$ cat src/rtl/rae_pkg.sv
// Package for the RADIUS attribute extractor: scan phases, status codes,
// field widths and the value length check. Depends on nothing.
package rae_pkg;

    localparam int BYTE_W      = 8;
    localparam int VENDOR_W    = 32;
    localparam int VTYPE_W     = 3;
    localparam int STATUS_W    = 2;
    localparam int CFG_INDEX_W = 2;
    localparam int CFG_DATA_W  = 32;

    localparam logic [CFG_INDEX_W-1:0] CFG_VENDOR_ID     = 2'd0;
    localparam logic [CFG_INDEX_W-1:0] CFG_ATTRIBUTE_ID  = 2'd1;
    localparam logic [CFG_INDEX_W-1:0] CFG_VALUE_TYPE    = 2'd2;
    localparam logic [CFG_INDEX_W-1:0] CFG_DICT_PRESENT  = 2'd3;

    localparam logic [BYTE_W-1:0] VSA_TYPE      = 8'd26;
    localparam logic [BYTE_W-1:0] TLV_HDR_LEN   = 8'd2;
    localparam logic [BYTE_W-1:0] VENDOR_ID_LEN = 8'd4;
    localparam logic [BYTE_W-1:0] IPV4_LEN      = 8'd4;
    localparam logic [BYTE_W-1:0] IPV6_LEN      = 8'd16;

    typedef enum logic [2:0] {
        PH_TOP_TYPE = 3'd0,
        PH_TOP_LEN  = 3'd1,
        PH_VENDOR   = 3'd2,
        PH_SUB_TYPE = 3'd3,
        PH_SUB_LEN  = 3'd4,
        PH_SKIP     = 3'd5,
        PH_VALUE    = 3'd6,
        PH_SUB_SKIP = 3'd7
    } phase_t;

    typedef enum logic [STATUS_W-1:0] {
        ST_FOUND      = 2'd0,
        ST_NOT_FOUND  = 2'd1,
        ST_BAD_LENGTH = 2'd2,
        ST_MALFORMED  = 2'd3
    } status_t;

    typedef enum logic [VTYPE_W-1:0] {
        VT_STRING  = 3'd0,
        VT_IPV4    = 3'd1,
        VT_IPV6    = 3'd2,
        VT_INTEGER = 3'd3,
        VT_OCTETS  = 3'd4
    } value_type_t;

    // A value of the given length is acceptable for the value type.
    function automatic logic length_ok(input logic [VTYPE_W-1:0] vtype,
                                       input logic [BYTE_W-1:0] len);
        logic ok;
        case (vtype)
            VT_STRING, VT_OCTETS: ok = 1'b1;
            VT_IPV4, VT_INTEGER:  ok = (len == IPV4_LEN);
            VT_IPV6:              ok = (len == IPV6_LEN);
            default:              ok = 1'b0;
        endcase
        return ok;
    endfunction

endpackage

$ cat src/rtl/radius_attribute_extractor.sv
// Top level of the RADIUS attribute extractor: byte-wide attribute walker
// with a registered result stage. Depends on rae_pkg.
//
// The block takes one byte of a RADIUS attribute area per cycle and
// accepts a new byte in every cycle while the result register is free or
// being drained; each accepted byte updates the scan state in the same
// cycle, and any result it causes appears in the result register on the
// next cycle. Results are the value bytes of the first matching attribute,
// with m_tlast set on the result that ends the search for the packet and
// its status in m_tuser. Registers are meant to be written between packets.
module radius_attribute_extractor (
    input  logic                                aclk,
    input  logic                                aresetn,
    input  logic                                s_tvalid,
    output logic                                s_tready,
    input  logic [rae_pkg::BYTE_W-1:0]          s_tdata,   // [7:0] packet_byte
    input  logic                                s_tlast,   // end_of_packet
    output logic                                m_tvalid,
    input  logic                                m_tready,
    output logic [2*rae_pkg::BYTE_W-1:0]        m_tdata,   // [7:0] value_byte, [15:8] value_length
    output logic [rae_pkg::STATUS_W:0]          m_tuser,   // [0] has_value, [2:1] status
    output logic                                m_tlast,   // done_res
    input  logic                                cfg_we,
    input  logic [rae_pkg::CFG_INDEX_W-1:0]     cfg_index,
    input  logic [rae_pkg::CFG_DATA_W-1:0]      cfg_data
);
    import rae_pkg::*;

    logic [VENDOR_W-1:0] vendor_id_reg;
    logic [BYTE_W-1:0]   attribute_id_reg;
    logic [VTYPE_W-1:0]  value_type_reg;
    logic                dict_present_reg;

    phase_t              phase_reg, phase_next;
    logic [BYTE_W-1:0]   attr_rem_reg, attr_rem_next;
    logic [BYTE_W-1:0]   sub_rem_reg, sub_rem_next;
    logic [1:0]          vendor_idx_reg, vendor_idx_next;
    logic                vendor_match_reg, vendor_match_next;
    logic                is_match_reg, is_match_next;
    logic                finished_reg, finished_next;
    logic [BYTE_W-1:0]   found_len_reg, found_len_next;

    logic                out_valid_reg, out_valid_next;
    logic [BYTE_W-1:0]   out_vbyte_reg;
    logic [BYTE_W-1:0]   out_vlen_reg;
    logic                out_has_reg;
    logic                out_done_reg;
    status_t             out_status_reg;

    logic                accept;
    logic                res_valid, res_done, res_has;
    status_t             res_status;
    logic [BYTE_W-1:0]   res_vbyte, res_vlen;
    logic [BYTE_W-1:0]   b;
    logic [BYTE_W-1:0]   n;
    logic [BYTE_W-1:0]   vendor_byte;
    logic                eop;

    assign s_tready = !out_valid_reg || m_tready;
    assign accept   = s_tvalid && s_tready;
    assign b        = s_tdata;
    assign eop      = s_tlast;
    assign n        = b - TLV_HDR_LEN;
    assign vendor_byte = vendor_id_reg[{~vendor_idx_reg, 3'b000} +: BYTE_W];

    always_comb begin
        phase_next        = phase_reg;
        attr_rem_next     = attr_rem_reg;
        sub_rem_next      = sub_rem_reg;
        vendor_idx_next   = vendor_idx_reg;
        vendor_match_next = vendor_match_reg;
        is_match_next     = is_match_reg;
        finished_next     = finished_reg;
        found_len_next    = found_len_reg;
        res_done   = 1'b0;
        res_has    = 1'b0;
        res_status = ST_FOUND;
        res_vbyte  = '0;
        res_vlen   = '0;

        if (finished_reg) begin
            if (eop) begin
                finished_next = 1'b0;
            end
        end else begin
            if (!dict_present_reg) begin
                res_done   = 1'b1;
                res_status = ST_NOT_FOUND;
            end else begin
                case (phase_reg)
                    PH_TOP_TYPE: begin
                        is_match_next     = (&vendor_id_reg) && (b == attribute_id_reg);
                        vendor_match_next = !vendor_id_reg[VENDOR_W-1] && (b == VSA_TYPE);
                        phase_next        = PH_TOP_LEN;
                    end
                    PH_TOP_LEN: begin
                        if (b < TLV_HDR_LEN) begin
                            res_done   = 1'b1;
                            res_status = ST_MALFORMED;
                        end else if (is_match_reg) begin
                            if (!length_ok(value_type_reg, n)) begin
                                res_done   = 1'b1;
                                res_status = ST_BAD_LENGTH;
                            end else if (n == '0) begin
                                res_done   = 1'b1;
                                res_status = ST_FOUND;
                            end else begin
                                found_len_next = n;
                                sub_rem_next   = n;
                                phase_next     = PH_VALUE;
                            end
                        end else if (n == '0) begin
                            phase_next = PH_TOP_TYPE;
                        end else begin
                            attr_rem_next = n;
                            if (vendor_match_reg && n >= VENDOR_ID_LEN) begin
                                vendor_idx_next = 2'd0;
                                phase_next      = PH_VENDOR;
                            end else begin
                                phase_next = PH_SKIP;
                            end
                        end
                    end
                    PH_VENDOR: begin
                        if (b != vendor_byte) begin
                            vendor_match_next = 1'b0;
                        end
                        attr_rem_next = attr_rem_reg - 8'd1;
                        if (vendor_idx_reg == 2'd3) begin
                            vendor_idx_next = 2'd0;
                            if (attr_rem_next == '0) begin
                                phase_next = PH_TOP_TYPE;
                            end else if (vendor_match_next) begin
                                phase_next = PH_SUB_TYPE;
                            end else begin
                                phase_next = PH_SKIP;
                            end
                        end else begin
                            vendor_idx_next = vendor_idx_reg + 2'd1;
                        end
                    end
                    PH_SUB_TYPE: begin
                        attr_rem_next = attr_rem_reg - 8'd1;
                        is_match_next = (b == attribute_id_reg);
                        if (attr_rem_next == '0) begin
                            if (is_match_next) begin
                                res_done   = 1'b1;
                                res_status = ST_MALFORMED;
                            end else begin
                                phase_next = PH_TOP_TYPE;
                            end
                        end else begin
                            phase_next = PH_SUB_LEN;
                        end
                    end
                    PH_SUB_LEN: begin
                        attr_rem_next = attr_rem_reg - 8'd1;
                        if (b < TLV_HDR_LEN || n > attr_rem_next) begin
                            res_done   = 1'b1;
                            res_status = ST_MALFORMED;
                        end else if (is_match_reg) begin
                            if (!length_ok(value_type_reg, n)) begin
                                res_done   = 1'b1;
                                res_status = ST_BAD_LENGTH;
                            end else if (n == '0) begin
                                res_done   = 1'b1;
                                res_status = ST_FOUND;
                            end else begin
                                found_len_next = n;
                                sub_rem_next   = n;
                                phase_next     = PH_VALUE;
                            end
                        end else if (n == '0) begin
                            phase_next = (attr_rem_next == '0) ? PH_TOP_TYPE : PH_SUB_TYPE;
                        end else begin
                            sub_rem_next = n;
                            phase_next   = PH_SUB_SKIP;
                        end
                    end
                    PH_SUB_SKIP: begin
                        attr_rem_next = attr_rem_reg - 8'd1;
                        sub_rem_next  = sub_rem_reg - 8'd1;
                        if (sub_rem_next == '0) begin
                            phase_next = (attr_rem_next == '0) ? PH_TOP_TYPE : PH_SUB_TYPE;
                        end
                    end
                    PH_SKIP: begin
                        attr_rem_next = attr_rem_reg - 8'd1;
                        if (attr_rem_next == '0) begin
                            phase_next = PH_TOP_TYPE;
                        end
                    end
                    PH_VALUE: begin
                        res_has      = 1'b1;
                        res_vbyte    = b;
                        sub_rem_next = sub_rem_reg - 8'd1;
                        if (sub_rem_next == '0) begin
                            res_done   = 1'b1;
                            res_status = ST_FOUND;
                            res_vlen   = found_len_reg;
                        end
                    end
                    default: begin
                        phase_next = PH_TOP_TYPE;
                    end
                endcase
                if (!res_done && eop) begin
                    res_done   = 1'b1;
                    res_has    = 1'b0;
                    res_vbyte  = '0;
                    res_status = (phase_next == PH_TOP_TYPE) ? ST_NOT_FOUND : ST_MALFORMED;
                end
            end
            if (res_done && !eop) begin
                finished_next = 1'b1;
            end
        end

        // The final byte of a packet returns the walker to its starting state.
        if (eop && (finished_reg || res_done)) begin
            phase_next        = PH_TOP_TYPE;
            attr_rem_next     = '0;
            sub_rem_next      = '0;
            vendor_idx_next   = 2'd0;
            vendor_match_next = 1'b1;
            is_match_next     = 1'b0;
            finished_next     = 1'b0;
            found_len_next    = '0;
        end
    end

    assign res_valid = !finished_reg && (res_done || res_has);

    always_comb begin
        out_valid_next = out_valid_reg;
        if (m_tready) begin
            out_valid_next = 1'b0;
        end
        if (accept && res_valid) begin
            out_valid_next = 1'b1;
        end
    end

    always_ff @(posedge aclk) begin
        if (!aresetn) begin
            vendor_id_reg    <= '1;
            attribute_id_reg <= 8'd1;
            value_type_reg   <= VT_STRING;
            dict_present_reg <= 1'b0;
        end else if (cfg_we) begin
            case (cfg_index)
                CFG_VENDOR_ID:    vendor_id_reg    <= cfg_data[VENDOR_W-1:0];
                CFG_ATTRIBUTE_ID: attribute_id_reg <= cfg_data[BYTE_W-1:0];
                CFG_VALUE_TYPE:   value_type_reg   <= cfg_data[VTYPE_W-1:0];
                CFG_DICT_PRESENT: dict_present_reg <= cfg_data[0];
                default: begin
                end
            endcase
        end
    end

    always_ff @(posedge aclk) begin
        if (!aresetn) begin
            phase_reg        <= PH_TOP_TYPE;
            attr_rem_reg     <= '0;
            sub_rem_reg      <= '0;
            vendor_idx_reg   <= 2'd0;
            vendor_match_reg <= 1'b1;
            is_match_reg     <= 1'b0;
            finished_reg     <= 1'b0;
            found_len_reg    <= '0;
            out_valid_reg    <= 1'b0;
        end else begin
            out_valid_reg <= out_valid_next;
            if (accept) begin
                phase_reg        <= phase_next;
                attr_rem_reg     <= attr_rem_next;
                sub_rem_reg      <= sub_rem_next;
                vendor_idx_reg   <= vendor_idx_next;
                vendor_match_reg <= vendor_match_next;
                is_match_reg     <= is_match_next;
                finished_reg     <= finished_next;
                found_len_reg    <= found_len_next;
            end
        end
    end

    always_ff @(posedge aclk) begin
        if (accept && res_valid) begin
            out_vbyte_reg  <= res_vbyte;
            out_vlen_reg   <= res_vlen;
            out_has_reg    <= res_has;
            out_done_reg   <= res_done;
            out_status_reg <= res_done ? res_status : ST_FOUND;
        end
    end

    assign m_tvalid = out_valid_reg;
    assign m_tdata  = {out_vlen_reg, out_vbyte_reg};
    assign m_tuser  = {out_status_reg, out_has_reg};
    assign m_tlast  = out_done_reg;

endmodule
$ cat config.mk
export PLATFORM = sky130hd
export DESIGN_NAME = radius_attribute_extractor
export DESIGN_NICKNAME = d
export VERILOG_FILES = /design/src/rtl/rae_pkg.sv /design/src/rtl/radius_attribute_extractor.sv
export SDC_FILE = /design/constraint.sdc
export NUM_CORES = 1
export LEC_CHECK = 0
export ABC_AREA = 1
export BUFFER_PORTS_ARGS = -buffer_cell sky130_fd_sc_hd__buf_4
export CORE_UTILIZATION = 50
export CTS_BUF_LIST = sky130_fd_sc_hd__clkbuf_8
export CTS_CLUSTER_DIAMETER = 120
export CTS_CLUSTER_SIZE = 12
export DETAILED_ROUTE_END_ITERATION = 8
export GPL_ROUTABILITY_DRIVEN = 0
export PLACE_DENSITY = 0.73
export SETUP_SLACK_MARGIN = 0.2
export SLEW_MARGIN = 20
export SYNTH_ARGS = -nofsm -noshare
export SYNTH_HDL_FRONTEND = slang
export SYNTH_SLANG_ARGS = --single-unit
export TNS_END_PERCENT = 50
$ cat constraint.sdc
create_clock -name aclk -period 3.5 [get_ports aclk]
set_input_delay 0.7 -clock aclk [delete_from_list [all_inputs] [get_ports aclk]]
set_output_delay 0.7 -clock aclk [all_outputs]
set_load 0.03 [all_outputs]
==> results_dict.tcl, run 1 <==
set metrics [dict create \
    worst_path_max_delay_cell "dfxtp_1" \
    max_freq_mhz 329 \
    area_delta_synth_final_pct 16.1 \
    finalNetCount 963 \
    period_needed_ns 3.04 \
    drc 0 \
    power.density_cell_area_mw_per_mm2 377 \
    synth_area_mm2 0.00569 \
    hold_ws_ns 0.466 \
    p_switching_mw 0.816 \
    vdd_ir_drop_max_v 0.000311 \
    setup_ws_ns 0.457 \
    cts_tree "built" \
    grt_max_degree 53 \
    h-tree-depth 3 \
    cp-start-kind "flip-flop" \
    cp_slowest_stage_delay_ns 0.36 \
    p_seq_frac 0.497 \
    grtUsageTotal 0.272 \
    crit_required_ns 3.61 \
    antenna_found_initial 0 \
    rsz0062_at_grt "false" \
    power.total_mw 2.49 \
    crit_path_end_kind "flip-flop" \
    core_area_mm2 0.0110 \
    critical_path_class "reg2reg" \
    ff_latch_area_mm2 0.00214 \
    antenna_cells 0 \
    cts_root_buffer "clkbuf_8" \
    synth_cells 832 \
    final.setup_skew_ns 0.0204 \
    grt_pass1_vias 5404 \
    wl_per_cell_um 14.6 \
    initial_utilization 0.518 \
    yosysUniqueCellTypes 38 \
    critPathLaunch "attr_rem_reg[3]" \
    vias 5727 \
    hpwlAfterDp_um 11400 \
    r2r_end "out_vlen_reg[4]" \
    relSlewSlack 0.584 \
    yosys_warnings 0 \
    drt-pass1-iter-count 7 \
    largest_reg_flops 32 \
    arrival_ns 3.15 \
    tightest_slew_ns 0.621 \
    drv_cap 0 \
    die_area_mm2 0.0118 \
    drive_gt1_frac 0.151 \
    drv_slew 0 \
    setup_viol 0 \
    avgSynthCellArea_um2 6.83 \
    grt_pass1_wl_um 25100 \
    path_cells "nor2_2 > nand3_1 > nor2_1 > xor2_1 > inv_1 > ha_1 > nand3_1 > inv_1 > nand4_1 > nand3_1 > nand2_2 > nand2_1 > nand2_1 > nand3_2 > nand3_4 > nand2_1 > nand2_1 > clkinvlp_4 > buf_12" \
    synth_top_cell_by_area "dfxtp_1" \
    via_per_inst 5.47 \
    numCtsBuffers 9 \
    r2r_slack_ns 0.46 \
    crit_buf_inv 4 \
    swShare 0.328 \
    r2r.worst_path.cells 19 \
    syn-num-nets 893 \
    power_frac_comb 0.226 \
    crit_path_frequent_cell "nand2_1" \
    outcome "complete, no violations" \
    io_pins 70 \
    die_w_um 109 \
    fp.dieH_um 109 \
    hold_path.class "reg2reg" \
    crit_fanout 17 \
    clkLatencyLatePin_ns 0.40 \
    drt_iter0_drc 539 \
    intPower_mw 1.67 \
    placed_cells 1026 \
    synth_area_leaders "dfxtp_1 (27%), nand2_1 (15%), edfxtp_1 (11%), nand3_1 (7.3%), inv_1 (6.2%)" \
    multi_input_area_mm2 0.00304 \
    finalCritPeriodShare 0.869 \
    pwr-share-clk 0.277 \
    p_leak_nw 3.18 \
    worstReg2RegStart "attr_rem_reg[3]" \
    holdBufCountCts 0 \
    seq_area_frac_synth 0.377 \
    place_ws_ns -0.0368 \
    worst-path-stages 19 \
    layout.cells.non_filler 1047 \
    clock_path_buffers 2 \
    critPathCapture "out_vlen_reg[4]" \
    cp_top_family "simple AND/OR/NAND/NOR gates" \
    hold_violations 0 \
    grt-ovfl-total 0 \
    fin_setup_tns_ns 0 \
    portBuffers 69 \
    synth.top_cell.area_share 0.271 \
    clkSinkCount 97 \
    fillCellCount 1002 \
    wl_um 15200 \
    ys_seq_elements 97 \
    drtAntennaViolNets 0 \
    rows 38 \
    clkSlewWorstSetupHoldPaths_ns 0.11 \
]
-- cell usage in the layout, fill, tap and decap left out, types with 2 or more instances in the layout --
master      instances
inv_2               2
a31oi_1             4
nor4_1              2
a21oi_1            58
nor2_4              5
buf_4              90
nand3_2             3
clkinvlp_4          4
a211oi_1            6
o211ai_1           12
nand2_1           219
nor2_2              2
xor2_1             15
inv_1              92
or2_2               2
nand3_1            83
edfxtp_1           20
o21ai_0            41
nor3_1              9
clkinv_1            2
inv_6               2
clkbuf_8            9
dfxtp_1            76
xnor2_1             4
o2111ai_1           3
nand2_2             6
ha_1               11
ha_2                2
nand3b_1            2
nand4_1            20
nor2_1             87
nor3_2              2
nand3_4             2
-- final cells by class --
type / instances / share of cell area
multi-input combinational: 606 / 0.461
sequential: 97 / 0.325
timing repair buffer: 91 / 0.105
inverter: 97 / 0.0557
tap: 140 / 0.0265
clock buffer: 9 / 0.0188
clock inverter: 7 / 0.00815
-- Yosys cell counts (all sizes together) --
library cell,n
or2,2
buf,9
a22oi,1
clkbuf,23
a21oi,58
a31oi,4
a221oi,1
nand3b,2
o211ai,12
inv,95
ha,13
and3,1
nor2,94
nand3,88
o2111ai,3
nor3,11
nand2,225
edfxtp,20
xor2,15
xnor2,4
a21o,1
nor4,2
a211oi,6
dfxtp,77
clkinv,2
o21ai,42
o21bai,1
nand4,20
-- repair_timing --
action,in CTS,in global routing
gates resized for setup,0,9
setup endpoints to repair,0,26
buffers inserted,0,5
-- how the worst min path moves through the flow --
stage | start | endpoint | slack (ns) | cells after the start
floorplan | sub_rem_reg[5] | sub_rem_reg[5] | 0.44 | 2
global route | sub_rem_reg[5] | sub_rem_reg[5] | 0.48 | 2
global placement | sub_rem_reg[7] | sub_rem_reg[7] | 0.45 | 2
finish | sub_rem_reg[5] | sub_rem_reg[5] | 0.47 | 2
detailed placement | sub_rem_reg[5] | sub_rem_reg[5] | 0.45 | 2
CTS | sub_rem_reg[5] | sub_rem_reg[5] | 0.47 | 2
-- stage by stage --
step	util	cell area, µm²
2_1_floorplan	-	5690
5_1_grt	0.601	6600
6_report	0.601	6600
3_3_place_gp	0.580	6370
3_5_place_dp	0.580	6370
4_1_cts	0.596	6550
-- worst register-to-register path: cells and delay by family (launching register included) --
kind | cells | cell delay, ns
adders and majority gates | 1 | 0.33
buffers and inverters | 4 | 0.46
and+or+nand+nor | 13 | 1.37
xor gates and xnor gates | 1 | 0.23
DFF | 1 | 0.36
-- power by group through the flow --
stage	Clock (mW)	Combinational (mW)	Sequential (mW)
finish	0.689	0.564	1.24
global route	0.744	0.626	1.25
CTS	0.698	0.548	1.24
detailed placement	0	0.545	1.26
global placement	0	0.531	1.26
floorplan	0	0.344	1.28
-- cell families (layout without fill, tap and decap cells) --
group | after synthesis | after routing | share of synthesized area
AND/OR/NAND/NOR | 445 | 445 | 0.345
AO/OA/AOI/OAI | 129 | 129 | 0.130
buffers and inverters | 129 | 204 | 0.0911
flip-flops | 97 | 97 | 0.377
XOR/XNOR | 19 | 19 | 0.0293
adder cells (fa/ha/maj) | 13 | 13 | 0.0286
-- layer usage --
layer / wire length [µm] / up-vias / track usage / share of wire
li1: - / 2872 / - / -
met1: 6590 / 2617 / 0.341 / 0.43
met2: 7370 / 205 / 0.461 / 0.48
met3: 875 / 33 / 0.0377 / 0.057
met4: 410 / 0 / 0.125 / 0.027
met5: 0 / - / 0 / 0
No activity file was read; power rests on OpenSTA's default activity.
==> run 2: changes to the inputs <==
--- a/config.mk
+++ b/config.mk
@@ -7,6 +7,7 @@
 export LEC_CHECK = 0
 export ABC_AREA = 1
 export BUFFER_PORTS_ARGS = -buffer_cell sky130_fd_sc_hd__buf_4
+export CORE_MARGIN = 2
 export CORE_UTILIZATION = 50
 export CTS_BUF_LIST = sky130_fd_sc_hd__clkbuf_8
 export CTS_CLUSTER_DIAMETER = 120
==> constraint.sdc (replaced) <==
create_clock -name aclk -period 3.5 [get_ports aclk]
set_input_delay 0.35 -clock aclk [delete_from_list [all_inputs] [get_ports aclk]]
set_output_delay 0.35 -clock aclk [all_outputs]
set_load 0.03 [all_outputs]
==> run 2 against run 1 <==
Sequential cell count stayed put. Combinational power fell by 3%. Clock power rose by 13%. Critical path type unchanged. Register-to-register slack better by 0.03 ns. Global-route usage down 1.9 points. Total power rose by 2.9%. Wire length grew 0.79%. Sequential power is essentially flat. Largest cell class unchanged. Non-clock buffer count down 7. Largest power group unchanged. Cell count is 0.67% lower. Core utilization shrank 0.23 points.
==> results_dict.tcl, run 2 (synthesis results as in run 1) <==
set metrics [dict create \
    power.density_cell_area_mw_per_mm2 390 \
    cts_tree "built" \
    clkSinkCount 97 \
    vias 5661 \
    die_w_um 111 \
    cts_root_buffer "clkbuf_8" \
    routed-wl-met3_um 976 \
    drt-pass1-iter-count 6 \
    finalNetCount 956 \
    setup_ws_ns 0.486 \
    routed.top_layer "met4" \
    setup_viol 0 \
    r2r.worst_path.cells 19 \
    p_leak_nw 3.18 \
    post-route-util 0.599 \
    grtUsageTotal 0.253 \
    grt_max_degree 53 \
    rows 38 \
    hold_depth 3 \
    portBuffers 69 \
    core_area_mm2 0.0110 \
    most-common-layout-cells "nand2_1 (219), inv_1 (92), nor2_1 (87), nand3_1 (83), buf_4 (83)" \
    wl_met1_um 6550 \
    numCtsBuffers 9 \
    drt_iter0_drc 518 \
    layout_commonest_cell "nand2_1" \
    period_needed_ns 3.01 \
    antenna_cells 0 \
    tightest_slew_ns 0.964 \
    clkSlewWorstSetupHoldPaths_ns 0.10 \
    vdd_ir_drop_max_v 0.000300 \
    outcome "complete, no violations" \
    via_per_inst 5.44 \
    crit_path_end_kind "flip-flop" \
    largest_reg_flops 32 \
    antenna_found_initial 0 \
    holdBufCountCts 0 \
    hold_path.class "in2reg" \
    hold_violations 0 \
    die_area_mm2 0.0122 \
    crit_fanout 17 \
    area_delta_synth_final_pct 15.7 \
    place_ws_ns 0.245 \
    crit_required_ns 3.61 \
    cp-start-kind "flip-flop" \
    cp_slowest_stage_delay_ns 0.37 \
    clkLatencyLatePin_ns 0.40 \
    drv_cap 0 \
    worst_path_max_delay_cell "dfxtp_1" \
    critical_path_class "reg2reg" \
    hold_ws_ns 0.149 \
    drtAntennaViolNets 0 \
    drive_gt1_frac 0.141 \
    relSlewSlack 0.353 \
    fp.dieH_um 111 \
    clock_path_buffers 2 \
    dr_wl_met2_um 7460 \
    crit_path_frequent_cell "nand2_1" \
    grt-ovfl-total 0 \
    grt_pass1_vias 5361 \
    arrival_ns 3.12 \
    max_freq_mhz 332 \
    hpwlAfterDp_um 11300 \
    h-tree-depth 3 \
    crit_buf_inv 4 \
    drc 0 \
    initial_utilization 0.518 \
    grt_pass1_wl_um 25500 \
    drv_slew 0 \
    power.total_mw 2.56 \
    worst-path-stages 19 \
    path_cells "nor2_2 > nand3_1 > nor2_1 > xor2_1 > inv_1 > ha_1 > nand3_1 > inv_1 > nand4_1 > nand3_1 > nand2_1 > nand2_1 > nand2_2 > nand3_4 > nand3_4 > nand2_1 > nand2_1 > inv_2 > buf_12" \
    final.setup_skew_ns 0.0154 \
    cp_top_family "simple AND/OR/NAND/NOR gates" \
    finalCritPeriodShare 0.861 \
    io_pins 70 \
    wl_per_cell_um 14.8 \
    fin_setup_tns_ns 0 \
    rsz0062_at_grt "false" \
    wl_um 15400 \
]
run 2: cell types whose count changed in the layout (fill, tap and decap cells not counted), sizes merged:
| cell | delta |
|---|---|
| buf | -7 |
| clkinvlp | -4 |
| clkbuf | +2 |
| bufinv | +1 |
| inv | +1 |
run 2: timing repair:
item | CTS | global route
setup buffers | 0 | 6
endpoints found under the setup margin | 0 | 37
resized for setup | 0 | 9
run 2: final timing paths:
kind | slack (ns) | to | start
worst max-delay path | 0.49 | out_vbyte_reg[2] | attr_rem_reg[3]
worst min-delay path | 0.15 | vendor_id_reg[16] | cfg_data[16]
worst max register to register | 0.49 | out_vbyte_reg[2] | attr_rem_reg[3]
worst min register to register | 0.47 | sub_rem_reg[7] | sub_rem_reg[7]
run 2: area by class of cell:
class                           count  area [µm²]
Multi-Input combinational cell    606        3050
Tap cell                          140         175
Sequential cell                    97        2140
Fill cell                        1012        4400
Timing Repair Buffer               84         643
Clock inverter                      5        53.8
Clock buffer                       11         151
Inverter                           97         364
run 2: per-stage QoR:
step / std cells / instance area, µm²
2_1_floorplan: 832 / 5690
3_3_place_gp: 1018 / 6310
3_5_place_dp: 1018 / 6310
4_1_cts: 1034 / 6510
5_1_grt: 1040 / 6580
6_report: 1040 / 6580
run 2: power breakdown:
part | internal [mW] | switching (mW) | total, mW
Sequential | 1.20 | 0.0379 | 1.24
Clock | 0.369 | 0.408 | 0.777
Combinational | 0.201 | 0.348 | 0.549
Total | 1.77 | 0.794 | 2.56
run 2: layer usage:
| metal | track usage | vias to the layer above |
|---|---|---|
| li1 | - | 2855 |
| met1 | 0.319 | 2565 |
| met2 | 0.431 | 207 |
| met3 | 0.0428 | 34 |
| met4 | 0.0992 | 0 |
| met5 | 0 | - |
run 2: worst register-to-register path, stage by stage (launching register included):
cell and delay (ns):
dfxtp_1 0.37, nor2_2 0.18, nand3_1 0.10, nor2_1 0.12
xor2_1 0.20, inv_1 0.09, ha_1 0.32, nand3_1 0.10
inv_1 0.06, nand4_1 0.08, nand3_1 0.08, nand2_1 0.12
nand2_1 0.14, nand2_2 0.10, nand3_4 0.14, nand3_4 0.07
nand2_1 0.08, nand2_1 0.07, inv_2 0.12, buf_12 0.17
